<file path="config.mk">
export PLATFORM = sky130hd
export DESIGN_NAME = rchb_cell
export DESIGN_NICKNAME = d
export VERILOG_FILES = /design/src/hdl/rchb_pkg.sv /design/src/hdl/rchb_cell.sv
export SDC_FILE = /design/constraint.sdc
export NUM_CORES = 1
export LEC_CHECK = 0
export BUFFER_PORTS_ARGS = -buffer_cell sky130_fd_sc_hd__buf_2
export CORE_MARGIN = 2
export CORE_UTILIZATION = 24
export CTS_CLUSTER_DIAMETER = 200
export CTS_CLUSTER_SIZE = 16
export DETAILED_ROUTE_END_ITERATION = 16
export GPL_TIMING_DRIVEN = 0
export MAX_ROUTING_LAYER = met4
export SLEW_MARGIN = 20
export SYNTH_ARGS = -nofsm -noshare
export SYNTH_HDL_FRONTEND = slang
export SYNTH_SLANG_ARGS = --single-unit
</file>
<file path="constraint.sdc">
create_clock -name clk -period 2.46 [get_ports clk]
set_clock_uncertainty 0.05 [all_clocks]
set_input_delay 0.123 -clock clk [delete_from_list [all_inputs] [get_ports clk]]
set_output_delay 0.123 -clock clk [all_outputs]
set_load 0.01 [all_outputs]
</file>
<file path="src/hdl/rchb_pkg.sv">
// ----------------------------------------------------------------------------
// rchb_pkg
// Shared types and codes of the range-clipped histogram binner.
// ----------------------------------------------------------------------------
`timescale 1ns / 1ps
`default_nettype none
package rchb_pkg;
  typedef enum logic [1:0] {
    OP_SAMPLE = 2'd0,
    OP_LOAD   = 2'd1,
    OP_READ   = 2'd2,
    OP_CLEAR  = 2'd3
  } op_t;

  typedef enum logic [2:0] {
    REG_RANGE_LOW  = 3'd0,
    REG_RANGE_HIGH = 3'd1,
    REG_BINS       = 3'd2,
    REG_SCALE      = 3'd3,
    REG_USE_EDGES  = 3'd4
  } reg_idx_t;

  // Token handed along the cell chain.
  typedef struct packed {
    logic        vld;
    logic        found;   // interval hit seen
    logic        top_eq;  // last cell in use: sample equals the top edge
    logic        top_gt;  // last cell in use: sample above the top edge
  } tok_t;
endpackage
`default_nettype wire

</file>
<file path="src/hdl/rchb_cell.sv">
// ----------------------------------------------------------------------------
// rchb_cell
// One edge cell: holds one edge, tests the sample token against its interval.
// ----------------------------------------------------------------------------
`timescale 1ns / 1ps
`default_nettype none
module rchb_cell
  import rchb_pkg::*;
(
  input  wire logic               clk,
  input  wire logic               rst_n,
  input  wire logic               load_en,
  input  wire logic signed [31:0] load_val,
  input  wire logic signed [31:0] next_edge,   // edge of the neighbour above
  input  wire logic               is_last,     // this cell is bin n-1
  input  wire logic               tok_in,      // token: sample under test
  input  wire logic signed [31:0] x,
  output logic signed [31:0]      edge_q,
  output tok_t                    res
);
  logic signed [31:0] edge_r;
  always_ff @(posedge clk) begin
    if (load_en) begin
      edge_r <= load_val;
    end
  end
  assign edge_q = edge_r;
  // Compare done in parallel; token selects whether it counts.
  // The last cell in use also checks the top edge held by its neighbour.
  always_comb begin
    res.vld    = tok_in;
    res.found  = (edge_r <= x) && (x < next_edge);
    res.top_eq = is_last && (x == next_edge);
    res.top_gt = is_last && (x > next_edge);
  end
  logic unused_rst;
  assign unused_rst = rst_n;
endmodule
`default_nettype wire

</file>
Word level (Yosys, flattened, before mapping)
Cells that the tools add are included.
W data, S select, Z words.
{"block": "op_classes", "n_reduce_logical": 3, "magnitude_cmp": 3, "eq_ne": 1}
{"operator": "$eq A32 B32 Y1", "count": 1}
{"operator": "$gt A32 B32 Y1", "count": 1}
{"operator": "$le A32 B32 Y1", "count": 1}
{"operator": "$lt A32 B32 Y1", "count": 1}
{"operator": "$logic_and A1 B1 Y1", "count": 3}
{"block": "totals", "wordCells": 8, "in_bits": 101, "regBits": 32, "output_inout_bits": 36}

Longest topological paths before layout
{"block": "depth", "ltp_word": 2, "depth_mapped": 8, "mapped_depth_nobuf": 8}

Worst setup path before layout
Ideal clock, no wire load.
{"block": "synth_timing", "path_type": "flip-flop to output port", "startpoint": "reg edge_r[31], in the netlist edge_q[31]", "endpoint": "out res[2] in the netlist's numbering", "path_stages_with_launch": 8, "required_ns": 2.287, "n_path_buf": 0, "arrival_ns": 1.807, "setup_slack_ns": 0.480, "path_cell_list": "edfxtp_1 -> ha_1 -> nand3_1 -> or3_1 -> or2_0 -> o22ai_1 -> nor3_1 -> o21a_1"}
{"element": "start: declaration", "line_no": "rchb_cell.sv:21", "source": "logic signed [31:0] edge_r;"}
{"element": "start signal: assignment", "line_no": "rchb_cell.sv:24", "source": "edge_r <= load_val;"}
{"element": "end: declaration", "line_no": "rchb_cell.sv:19", "source": "output tok_t res"}

==> qor.csv <==
stage;metric;value;unit
finish;Largest register FFs;32;
finish;ratio of cells with drive above 1 in the final layout;37.5;%
yosys;sequential cell area fraction in the yosys report;36.4;%
setup_path;required time at the endpoint of the critical path;2290;ps
worst_hold_path;Worst Hold Endpoint;res[3];
timing;max-slew headroom at the worst pin;46.5;%
placed_design;DP Wirelength;6.29;mm
clock_network;number of levels in the clock H-tree;2;
timing;peak clock frequency supported by timing;0.403;GHz
die;core area;10800;um2
yosys;cell type contributing the most total cell area after synthesis;sky130_fd_sc_hd__edfxtp_1;
worst_hold_path;worst hold path type;input port to output port;
yosys;main flop type after synthesis;sky130_fd_sc_hd__edfxtp_1;
yosys;top cells by area in the synthesized netlist;sky130_fd_sc_hd__edfxtp_1 (36%), sky130_fd_sc_hd__ha_1 (30%), sky130_fd_sc_hd__inv_1 (9.5%);
detailed_routing;Wirelength per Cell;13.0;um
grt;maximum number of pins on one net before global-route repair;33;
yosys;top-area cell type share of the netlist area;36.4;%
grt;number of antenna violations at the first check in global routing;0;
placed_design;placed cell count;542;
placed_design;count of buffers inserted at the top-level ports;134;
die;area of the die;11900;um2
yosys;Synth Area per Inst;9.86;um2
yosys;count leader, synth;sky130_fd_sc_hd__inv_1;
pwr;clock share of power;25.0;%
setup_path;sort of element at the start of the critical path;register;
die;standard-cell rows;38;
clock_network;TritonCTS Sinks;32;
yosys;adder and majority cell fraction of the synthesized area;30.3;%
die;Die Y;109;um
timing;number of hold violations in the final report;0;
setup_path;worst setup path category;register to output port;
yosys;compound-cell area share of the yosys netlist;12.0;%
clock_network;TritonCTS clock tree;built;
die;horizontal die dimension;109;um
yosys;proportion of register bits with asynchronous set or reset after synthesis;0;%
yosys;combinational family with the most area after synthesis;adder cells;
setup_path;largest driver fanout on the critical path;2;
timing;Final Max Slew Viols;0;
finish;NumNets Final;615;
worst_hold_path;number of stages on the worst hold path;2;
setup_path;arrival time of the worst setup path;2310;ps
yosys;simple logic cell fraction of the synthesized area;11.2;%
yosys;Syn Nets;433;
pwr;internal power contribution;1.11;mW
pwr;combinational share of power;32.9;%
pwr;worst-case vdd ir drop;0.189;mV
finish;final standard cell count with taps included and fillers excluded;591;
finish;area overhead of the layout relative to synthesis;54.7;%
yosys;post-synthesis instance area;2640;um2
grt;wire length of the first global-routing pass;11.8;mm
pwr;power dissipated by switching net loads;0.490;mW
timing;worst slew pin tran;803;ps
yosys;number of library cell types mapped by synthesis;36;
grt;Overflow after GRT;0;
detailed_routing;final wirelength;7.66;mm
pwr;Power Density;392;nW/um2
yosys;number of enable-type register cells in the synthesized netlist;32;
timing;RSZ-0062 raised after global routing;yes;
status;violated checks;negative setup slack;
yosys;ranking of synthesized cells by instance count;sky130_fd_sc_hd__inv_1 (67), sky130_fd_sc_hd__ha_1 (64), sky130_fd_sc_hd__edfxtp_1 (32), sky130_fd_sc_hd__a21oi_1 (24), sky130_fd_sc_hd__nand2_1 (16);
grt;vias in the first global route;2657;
flow_run;max cap viols;0;
placed_design;Final Wtd Congestion;0.726;
clock_network;maximum root-to-sink buffer count;2;
yosys;total number of yosys warnings;0;
grt;overall routing resource usage;13.4;%
timing;Min Hold Slack;381;ps
die;total I/O pin count;137;
setup_path;Worst Setup End Kind;output port;
timing;post-layout min period;2480;ps
yosys;fraction of synthesized area in multiplexers;0.379;%
detailed_routing;detailed-router iteration count before antenna repair;4;
clock_network;clock input transition at the sequential cells of the worst setup and hold paths;70;ps
detailed_routing;post-route antenna net violation count;0;
status;status;finished with violations;
yosys;XOR/XNOR share of the synthesized area;0;%
pwr;Net Sw Frac;30.6;%
clock_network;TritonCTS Buffers;5;
timing;Finish-stage setup viols;1;
detailed_routing;final routed DRC violation total;0;
detailed_routing;vias post-DR;2546;
detailed_routing;average vias per placed instance;4.31;
yosys;number of register bits inferred by synthesis;32;
die;effective utilization at floorplan;24.5;%
pwr;proportion of power drawn by flip-flops and latches;42.1;%
finish;Inserted Diodes;0;
clock_network;clock tree root buffer cell;sky130_fd_sc_hd__clkbuf_8;
pwr;Leakage Power;2.16;nW
timing;final worst path period share;101;%
timing;worst setup slack after layout;-21.0;ps
worst_hold_path;origin of the worst min-delay path;tok_in;
detailed_routing;First DRT Iteration DRCs;79;
yosys;cell count after synthesis;268;
[how the worst max path moves through the flow]
stage                               startpoint      to  slack [ps]  cells after the start
after global placement    edge_q[22]$_DFFE_PP_  res[2]         -80                      8
after global routing      edge_q[18]$_DFFE_PP_  res[2]        -130                      9
after floorplan           edge_q[31]$_DFFE_PP_  res[2]         480                      7
after CTS                 edge_q[18]$_DFFE_PP_  res[2]         -30                      9
after detailed placement  edge_q[23]$_DFFE_PP_  res[2]         -80                      8
final                      edge_q[9]$_DFFE_PP_  res[2]         -20                      8
[cells in the final DEF, fill, tap and decap left out, drive strengths merged, types with 2 or more instances in the layout]
cell type,n
nor2b,2
and3,2
dlygate4sd3,32
nand4,8
ha,64
o211ai,2
buf,144
o21ai,7
a21o,6
edfxtp,32
nor4,3
inv,67
clkbuf,7
nand2,16
a21oi,24
a221oi,2
nor2,6
nand3,8
and4,3
[cells by family (layout without fill, tap and decap cells)]
kind of cell	after synthesis	after routing
simple gates	52	52
flops	32	32
mux	1	1
buf+inv	68	251
compound gates	51	51
fa+ha+maj	64	64
[power groups by stage]
stage               clock [mW]  combinational (mW)  sequential, mW
floorplan                    0               0.219           0.704
global placement             0               0.432           0.685
detailed placement           0               0.448           0.687
CTS                      0.424               0.526           0.676
global route             0.443               0.601           0.680
finish                   0.401               0.528           0.675
[routing by layer]
layer	vias up	global-route usage, %	routed length (um)
met1	1136	14.9	3330
met2	91	23.6	3690
met4	0	3.85	93
met3	7	3.53	552
met5	-	-	0
li1	1312	-	-
[cell type report]
cell class / count / area (um2)
tap: 140 / 175
buffer: 1 / 7.51
clock buffer: 7 / 76.3
sequential: 32 / 961
inverter: 67 / 251
clock inverter: 1 / 3.75
timing repair buffer: 175 / 1070
fill: 1101 / 6710
multi-input combinational: 168 / 1540
[per-stage QoR]
step / total power, mW / setup slack [ps] / setup TNS (ps) / utilization [%] / instance area (um2)
finish: 1.60 / -21.0 / -21.0 / 37.9 / 4090
global route: 1.72 / -129 / -129 / 37.9 / 4090
CTS: 1.63 / -28.2 / -28.2 / 37.5 / 4040
detailed placement: 1.13 / -76.9 / -76.9 / 32.3 / 3490
global placement: 1.12 / -81.2 / -81.2 / 32.3 / 3490
floorplan: 0.924 / 480 / 0 / - / 2640
[worst max-delay path, cell delays in order (launching register included)]
cell and delay [ps]:
sky130_fd_sc_hd__edfxtp_1 420, sky130_fd_sc_hd__ha_1 310, sky130_fd_sc_hd__nand4_1 140, sky130_fd_sc_hd__nor4_2 500
sky130_fd_sc_hd__a21oi_4 120, sky130_fd_sc_hd__a21oi_2 130, sky130_fd_sc_hd__nor3_1 70, sky130_fd_sc_hd__o21a_1 210
sky130_fd_sc_hd__buf_6 120
[timing repair]
action                     4_1_cts  5_1_grt
pin swaps                       12        6
hold endpoints to repair        32        0
buffers inserted                 7        2
setup endpoints to repair        1        1
resized for setup               15        6
hold buffers                    32        0
Power figures use the tool's default switching activity.
